File: src/hdl/crbc_pkg.sv
// Shared types and constants of the color rectangle bounding-box checker.
`default_nettype none

package crbc_pkg;

  // Largest screen dimension; positions and box corners are 12 bits wide.
  localparam int MAX_DIM = 4096;
  localparam int POS_W   = 12;
  localparam int DIM_W   = 13;
  localparam int CNT_W   = 25;
  localparam int HASH_W  = 32;
  localparam int RGB_W   = 24;
  localparam int AREA_W  = 2 * DIM_W;

  localparam logic [DIM_W-1:0]  DIM_MAX    = DIM_W'(MAX_DIM);
  localparam logic [POS_W-1:0]  POS_LAST   = POS_W'(MAX_DIM - 1);
  localparam logic [HASH_W-1:0] FNV_BASIS  = 32'h811C_9DC5;
  localparam logic [HASH_W-1:0] FNV_PRIME  = 32'h0100_0193;
  localparam logic [CNT_W-1:0]  COUNT_MAX  = {CNT_W{1'b1}};

  // Configuration port.
  localparam int CFG_IDX_W  = 3;
  localparam int CFG_DATA_W = 24;

  localparam logic [CFG_IDX_W-1:0] REG_EXPECTED_RGB  = 3'd0;
  localparam logic [CFG_IDX_W-1:0] REG_SCREEN_WIDTH  = 3'd1;
  localparam logic [CFG_IDX_W-1:0] REG_SCREEN_HEIGHT = 3'd2;
  localparam logic [CFG_IDX_W-1:0] REG_RECT_WIDTH    = 3'd3;
  localparam logic [CFG_IDX_W-1:0] REG_RECT_HEIGHT   = 3'd4;
  localparam logic [CFG_IDX_W-1:0] REG_ORIGIN_X      = 3'd5;
  localparam logic [CFG_IDX_W-1:0] REG_ORIGIN_Y      = 3'd6;
  localparam logic [CFG_IDX_W-1:0] REG_CLIP_MODE     = 3'd7;

  localparam logic [DIM_W-1:0] RST_SCREEN_WIDTH  = 13'd1024;
  localparam logic [DIM_W-1:0] RST_SCREEN_HEIGHT = 13'd768;
  localparam logic [DIM_W-1:0] RST_RECT_WIDTH    = 13'd256;
  localparam logic [DIM_W-1:0] RST_RECT_HEIGHT   = 13'd256;

  // Verdict codes.
  localparam int VERDICT_W = 3;
  localparam logic [VERDICT_W-1:0] VERDICT_PASS         = 3'd0;
  localparam logic [VERDICT_W-1:0] VERDICT_NO_MATCH     = 3'd1;
  localparam logic [VERDICT_W-1:0] VERDICT_WRONG_ORIGIN = 3'd2;
  localparam logic [VERDICT_W-1:0] VERDICT_WRONG_SIZE   = 3'd3;
  localparam logic [VERDICT_W-1:0] VERDICT_NOT_FILLED   = 3'd4;

  typedef struct packed {
    logic [7:0] red;
    logic [7:0] green;
    logic [7:0] blue;
  } pixel_t;

  typedef struct packed {
    logic [VERDICT_W-1:0] verdict;
    logic [HASH_W-1:0]    checksum;
    logic [CNT_W-1:0]     matched_count;
    logic [POS_W-1:0]     box_left;
    logic [POS_W-1:0]     box_top;
    logic [POS_W-1:0]     box_right;
    logic [POS_W-1:0]     box_bottom;
    logic [DIM_W-1:0]     expect_width;
    logic [DIM_W-1:0]     expect_height;
  } result_t;

  // Commands from the controller to the datapath.
  typedef struct packed {
    logic accept;   // pixel taken: fold red, update count, box and position
    logic fold_g;
    logic fold_b;
    logic extent;   // register the expected box size
    logic area;     // register expected width times height
    logic finish;   // load the result register and clear the frame
  } cmd_t;

  typedef struct packed {
    logic frame_end;
  } status_t;

endpackage

`default_nettype wire

File: src/hdl/crbc_datapath.sv
// Datapath of the checker: configuration, hash, match count, bounding box and verdict.
`default_nettype none

module crbc_datapath
  import crbc_pkg::*;
(
  input  wire logic                  clk_i,
  input  wire logic                  rst_ni,
  input  wire logic                  cfg_we_i,
  input  wire logic [CFG_IDX_W-1:0]  cfg_index_i,
  input  wire logic [CFG_DATA_W-1:0] cfg_data_i,
  input  wire pixel_t                in_data_i,
  input  wire cmd_t                  cmd_i,
  output status_t                    status_o,
  output result_t                    out_data_o
);

  function automatic logic [DIM_W-1:0] eff_dim(input logic [DIM_W-1:0] v);
    logic [DIM_W-1:0] r;
    if (v == '0) begin
      r = DIM_W'(1);
    end else if (v > DIM_MAX) begin
      r = DIM_MAX;
    end else begin
      r = v;
    end
    return r;
  endfunction

  function automatic logic [DIM_W-1:0] clip_extent(input logic [POS_W-1:0] org,
                                                   input logic [DIM_W-1:0] len,
                                                   input logic [DIM_W-1:0] scr);
    logic [DIM_W:0]   sum;
    logic [DIM_W-1:0] r;
    sum = {2'b00, org} + {1'b0, len};
    if ({1'b0, org} >= scr) begin
      r = '0;
    end else if (sum > {1'b0, scr}) begin
      r = scr - {1'b0, org};
    end else begin
      r = len;
    end
    return r;
  endfunction

  // Configuration registers.
  logic [RGB_W-1:0] expected_rgb_q;
  logic [DIM_W-1:0] screen_width_q, screen_height_q, rect_width_q, rect_height_q;
  logic [POS_W-1:0] origin_x_q, origin_y_q;
  logic             clip_mode_q;

  always_ff @(posedge clk_i or negedge rst_ni) begin
    if (!rst_ni) begin
      expected_rgb_q  <= '0;
      screen_width_q  <= RST_SCREEN_WIDTH;
      screen_height_q <= RST_SCREEN_HEIGHT;
      rect_width_q    <= RST_RECT_WIDTH;
      rect_height_q   <= RST_RECT_HEIGHT;
      origin_x_q      <= '0;
      origin_y_q      <= '0;
      clip_mode_q     <= 1'b0;
    end else if (cfg_we_i) begin
      unique case (cfg_index_i)
        REG_EXPECTED_RGB:  expected_rgb_q  <= cfg_data_i[RGB_W-1:0];
        REG_SCREEN_WIDTH:  screen_width_q  <= cfg_data_i[DIM_W-1:0];
        REG_SCREEN_HEIGHT: screen_height_q <= cfg_data_i[DIM_W-1:0];
        REG_RECT_WIDTH:    rect_width_q    <= cfg_data_i[DIM_W-1:0];
        REG_RECT_HEIGHT:   rect_height_q   <= cfg_data_i[DIM_W-1:0];
        REG_ORIGIN_X:      origin_x_q      <= cfg_data_i[POS_W-1:0];
        REG_ORIGIN_Y:      origin_y_q      <= cfg_data_i[POS_W-1:0];
        REG_CLIP_MODE:     clip_mode_q     <= cfg_data_i[0];
      endcase
    end
  end

  logic [DIM_W-1:0] sw, sh;
  assign sw = eff_dim(screen_width_q);
  assign sh = eff_dim(screen_height_q);

  // Frame state.
  logic [HASH_W-1:0] hash_q, hash_d;
  logic [CNT_W-1:0]  count_q;
  logic [POS_W-1:0]  low_x_q, low_y_q, high_x_q, high_y_q;
  logic [POS_W-1:0]  col_q, row_q;
  logic              frame_end_q;
  logic [7:0]        green_q, blue_q;

  // One FNV-1a byte step, shared by the three bytes of a pixel.
  logic [7:0]        fold_byte;
  logic [HASH_W-1:0] hash_mix;

  always_comb begin
    priority if (cmd_i.accept) begin
      fold_byte = in_data_i.red;
    end else if (cmd_i.fold_g) begin
      fold_byte = green_q;
    end else begin
      fold_byte = blue_q;
    end
  end

  assign hash_mix = hash_q ^ {24'd0, fold_byte};
  assign hash_d   = HASH_W'(hash_mix * FNV_PRIME);

  logic             is_match;
  logic             last_col, last_row;
  logic [DIM_W-1:0] col_ext, row_ext;

  assign is_match = (in_data_i == pixel_t'(expected_rgb_q));
  assign col_ext  = {1'b0, col_q};
  assign row_ext  = {1'b0, row_q};
  assign last_col = (col_ext >= sw - DIM_W'(1));
  assign last_row = (row_ext >= sh - DIM_W'(1));

  always_ff @(posedge clk_i or negedge rst_ni) begin
    if (!rst_ni) begin
      hash_q      <= FNV_BASIS;
      count_q     <= '0;
      low_x_q     <= POS_LAST;
      low_y_q     <= POS_LAST;
      high_x_q    <= '0;
      high_y_q    <= '0;
      col_q       <= '0;
      row_q       <= '0;
      frame_end_q <= 1'b0;
    end else if (cmd_i.finish) begin
      hash_q      <= FNV_BASIS;
      count_q     <= '0;
      low_x_q     <= POS_LAST;
      low_y_q     <= POS_LAST;
      high_x_q    <= '0;
      high_y_q    <= '0;
      col_q       <= '0;
      row_q       <= '0;
      frame_end_q <= 1'b0;
    end else if (cmd_i.accept) begin
      hash_q <= hash_d;
      if (is_match) begin
        if (count_q != COUNT_MAX) begin
          count_q <= count_q + CNT_W'(1);
        end
        if (col_q < low_x_q) low_x_q <= col_q;
        if (col_q > high_x_q) high_x_q <= col_q;
        if (row_q < low_y_q) low_y_q <= row_q;
        if (row_q > high_y_q) high_y_q <= row_q;
      end
      frame_end_q <= 1'b0;
      if (!last_col) begin
        col_q <= col_q + POS_W'(1);
      end else if (!last_row) begin
        col_q <= '0;
        row_q <= row_q + POS_W'(1);
      end else begin
        // Position is cleared together with the rest of the frame state.
        frame_end_q <= 1'b1;
      end
    end else if (cmd_i.fold_g || cmd_i.fold_b) begin
      hash_q <= hash_d;
    end
  end

  always_ff @(posedge clk_i) begin
    if (cmd_i.accept) begin
      green_q <= in_data_i.green;
      blue_q  <= in_data_i.blue;
    end
  end

  assign status_o.frame_end = frame_end_q;

  // End-of-frame evaluation.
  logic [DIM_W-1:0]  bw_q, bh_q;
  logic [AREA_W-1:0] area_q;

  always_ff @(posedge clk_i) begin
    if (cmd_i.extent) begin
      bw_q <= clip_mode_q ? clip_extent(origin_x_q, rect_width_q, sw) : rect_width_q;
      bh_q <= clip_mode_q ? clip_extent(origin_y_q, rect_height_q, sh) : rect_height_q;
    end
    if (cmd_i.area) begin
      area_q <= bw_q * bh_q;
    end
  end

  logic [DIM_W-1:0]     span_x, span_y;
  logic [VERDICT_W-1:0] verdict;
  logic                 any_match;

  assign any_match = (count_q != '0);
  assign span_x    = {1'b0, high_x_q} - {1'b0, low_x_q} + DIM_W'(1);
  assign span_y    = {1'b0, high_y_q} - {1'b0, low_y_q} + DIM_W'(1);

  always_comb begin
    priority if (!any_match) begin
      verdict = VERDICT_NO_MATCH;
    end else if (clip_mode_q && (low_x_q != origin_x_q || low_y_q != origin_y_q)) begin
      verdict = VERDICT_WRONG_ORIGIN;
    end else if (span_x != bw_q || span_y != bh_q) begin
      verdict = VERDICT_WRONG_SIZE;
    end else if ({1'b0, count_q} != area_q) begin
      verdict = VERDICT_NOT_FILLED;
    end else begin
      verdict = VERDICT_PASS;
    end
  end

  result_t out_q;

  always_ff @(posedge clk_i) begin
    if (cmd_i.finish) begin
      out_q.verdict       <= verdict;
      out_q.checksum      <= hash_q;
      out_q.matched_count <= count_q;
      out_q.box_left      <= any_match ? low_x_q : '0;
      out_q.box_top       <= any_match ? low_y_q : '0;
      out_q.box_right     <= any_match ? high_x_q : '0;
      out_q.box_bottom    <= any_match ? high_y_q : '0;
      out_q.expect_width  <= bw_q;
      out_q.expect_height <= bh_q;
    end
  end

  assign out_data_o = out_q;

endmodule

`default_nettype wire

File: config.mk
export PLATFORM = sky130hd
export DESIGN_NAME = crbc_datapath
export DESIGN_NICKNAME = d
export VERILOG_FILES = /design/src/hdl/crbc_pkg.sv /design/src/hdl/crbc_datapath.sv
export SDC_FILE = /design/constraint.sdc
export NUM_CORES = 2
export LEC_CHECK = 0
export ABC_AREA = 0
export BUFFER_PORTS_ARGS = -buffer_cell sky130_fd_sc_hd__buf_2
export CORE_UTILIZATION = 61
export DETAILED_ROUTE_END_ITERATION = 12
export MAX_ROUTING_LAYER = met4
export PLACE_DENSITY = 0.8
export SETUP_SLACK_MARGIN = 0.4
export SLEW_MARGIN = 0
export SYNTH_ARGS = -nofsm -noshare
export SYNTH_HDL_FRONTEND = slang
export SYNTH_SLANG_ARGS = --single-unit
File: constraint.sdc
create_clock -name clk_i -period 8 [get_ports clk_i]
set_input_delay 0.4 -clock clk_i [delete_from_list [all_inputs] [get_ports clk_i]]
set_output_delay 0.4 -clock clk_i [all_outputs]
set_load 0.03 [all_outputs]
==> summary.md <==
| Metric | Value |
|---|---|
| Outcome | `completed` |
| Initial antenna violation count | `2` |
| Mean area per synthesized cell | `10.24 um^2` |
| Bufs on Longest Clock Path | `3` |
| Total CTS buffers | `48` |
| GRT Overall Usage | `between 30% and 40%` |
| Fillcell total | `between 4000 and 5000` |
| Setup TNS Final | `0 ns` |
| Netlist cell types | `81` |
| Via count | `25750` |
| Final Cell Area | `around 38000 um^2` |
| Fin. Hold Viols | `0` |
| 1st-pass router iterations | `6` |
| Hold_buf cts | `7` |
| Synthesized flop and latch total | `approximately 430` |
| Final worst-path cycle share | `79.11%` |
| Placeable Area | `between 50000 and 60000 um^2` |
| Fmax | `about 0.16 GHz` |
| Final WL | `89720 um` |
| Residual DRC | `0` |
| Final setup fails | `0` |
| Post-CTS sizing | `0` |
| Slew Viols, Final | `0` |
| Most frequent cells in the layout | `513 x inv_1, 452 x ha_1, 272 x nand2_1, 202 x edfxtp_1, 201 x fa_1` |
| Die boundary height | `roughly 240 um` |
| Die footprint | `roughly 58000 um^2` |
| Die Width | `approximately 240 um` |
| First-pass GRT wire length | `about 140000 um` |
| Top_reg_cell synth | `edfxtp_1` |
| Worst-Skew Late Latency | `between 0.6 and 0.7 ns` |
| Max Cap Viol | `0` |
| Synthesis Warnings | `0` |
| Critical Path Source Type | `primary input` |
| Largest net degree at the start of global routing | `around 110` |
| Area Overhead vs Synth | `10.04%` |
| DP Wirelength | `67650 um` |
| Worst Setup End Kind | `register` |
| Final worst clock skew | `0.03282 ns` |
| Setup bufs post-CTS | `0` |
| FP Rows | `between 80 and 90` |
| Unrepaired setup endpoints after global routing | `no` |
| Drt wl/cell | `about 20 um` |
| Net Count, Synth | `between 4000 and 5000` |
| Dpl cells | `around 4300` |
| Gate count after technology mapping | `approximately 3400` |
| DR iter-0 viols | `2325` |
| Critical Path RT | `8.49 ns` |
| Headroom to the max-slew limit | `between 10% and 20%` |
| Number of synthesized flops with an enable pin | `between 200 and 250` |
| Most common cell after layout, fill and taps aside | `inv_1` |
| Starting density of the core | `roughly three fifths` |
| Htree depth | `2` |
| Non-Filler Instances | `approximately 4400` |
| # IOs | `around 200` |
| Placed cell areas | `around 37000 um^2` |
| Overflow after GRT | `0` |
| Placer Congestion | `just under 1` |
| Multi-input logic area | `roughly 21000 um^2` |
| CTS tree | `yes` |
| Async set-or-reset flop fraction in the synthesized netlist | `53.35%` |
| Arr. time, crit path | `around 6.8 ns` |
| Slew at the pin closest to its max-slew limit | `roughly 1.2 ns` |
| Vias in the first global route | `approximately 25000` |
| Fin crit period | `approximately 6.3 ns` |
| Clk slew on worst S/H paths | `0.06 ns` |
| Antenna diodes | `0` |
| Seq. cell area | `~12000 um^2` |
| Hold Crit Class | `in -> reg` |
| Share of layout cells above drive strength 1 | `between 10% and 20%` |
| Seq/Total Area, Yosys | `34.11%` |
| Clock Tree Root | `clkbuf_16` |
| Mapped Area | `approximately 35000 um^2` |
| Avg Vias per Cell | `5.860` |
| CP Max Fanout | `42` |
| TritonCTS Sinks | `around 430` |
| Setup Crit Path Kind | `in -> reg` |
| Port bufs | `around 190` |
| Final net count | `~4300` |
| Final ANT Viol Nets | `0` |
cell type report:
class                   instances  share of cell area (%)
multi-input cells            2376                   54.12
flip-flops and latches        433                   31.00
inverters                     515                   5.036
clock buffers                  64                   3.579
repair buffers                225                   3.230
well taps                     756                   2.464
clock inverters                25                  0.5672
critical path: stages:
cell and delay [ns]:
buf_2 0.58, o21ai_0 0.37, xor2_1 0.41, ha_1 0.31, ha_1 0.30, fa_1 0.46, ha_1 0.24, fa_1 0.48
ha_1 0.28, inv_1 0.05, fa_1 0.52, inv_1 0.04, ha_1 0.35, and3_1 0.26, nand3_1 0.10, o211ai_1 0.16
a221o_1 0.37, o31ai_1 0.34, a21oi_1 0.14, o21ai_0 0.29, mux2i_1 0.24, a21oi_1 0.09
registers in the layout, summed over array words and instances (netlist names), 13 cells and up:
name	flops
hash_q	32
screen_height_q	13
area_q	26
screen_width_q	13
bh_q	13
out_data_o	134
rect_height_q	13
expected_rgb_q	24
bw_q	13
rect_width_q	13
count_q	25
synthesized netlist by cell type, types with 56 or more instances:
| library cell | count | area [um^2] |
|---|---|---|
| fa_1 | 201 | 4024 |
| and2_1 | 79 | 494.2 |
| a21o_1 | 62 | 465.5 |
| mux2i_1 | 56 | 560.5 |
| edfxtp_1 | 202 | 6066 |
| a21oi_1 | 105 | 525.5 |
| xnor2_1 | 157 | 1375 |
| xor2_1 | 110 | 963.4 |
| clkbuf_1 | 79 | 296.5 |
| o21ai_0 | 122 | 610.6 |
| ha_1 | 452 | 5655 |
| nor2_1 | 198 | 743.2 |
| inv_1 | 513 | 1926 |
| mux2_2 | 99 | 1115 |
| dfrtp_1 | 188 | 4705 |
| nand2_1 | 272 | 1021 |
through the flow:
| step | hold WS, ns | setup WS (ns) | util [%] |
|---|---|---|---|
| 4_1_cts | 0.002866 | 1.736 | 67.94 |
| 3_3_place_gp | 0.4632 | 1.269 | 65.00 |
| 2_1_floorplan | 0.1044 | 1.566 | - |
| 6_report | 0.03021 | 1.671 | 67.94 |
| 3_5_place_dp | 0.4807 | 1.102 | 65.00 |
| 5_1_grt | 0.01735 | 1.341 | 67.94 |
path summary, 6_finish.rpt:
kind	slack, ns	cells after the start	endpoint	startpoint
max	1.67	22	hash_q[31]	cmd_i[5]
min	0.03	1	blue_q[5]	in_data_i[5]
max reg2reg	1.70	22	hash_q[31]	green_q[5]
min reg2reg	0.50	2	status_o	status_o
max in group asynchronous	6.05	3	count_q[9]	rst_ni
min in group asynchronous	0.47	2	expected_rgb_q[20]	rst_ni
logic make-up after synthesis:
kind of cell / count (synthesis) / share of synthesized area [%]
AO/OA/AOI/OAI: 458 / 8.465
XOR/XNOR: 267 / 6.704
adder cells (fa/ha/maj): 653 / 27.75
buffers and inverters: 599 / 6.456
flip-flops: 433 / 34.11
multiplexers: 155 / 4.803
AND/OR/NAND/NOR: 843 / 11.71
layer usage:
layer / up-vias / part of all wire [%] / track usage [%]
met3: 220 / 7.5 / 5.021
li1: 11930 / - / -
met1: 12590 / 43 / 44.02
met2: 1009 / 46 / 49.70
met4: 0 / 4.1 / 12.10
met5: - / 0 / -
Power is not shown: default switching activity piles up to over one toggle a cycle in this logic, so the estimate is an artifact.
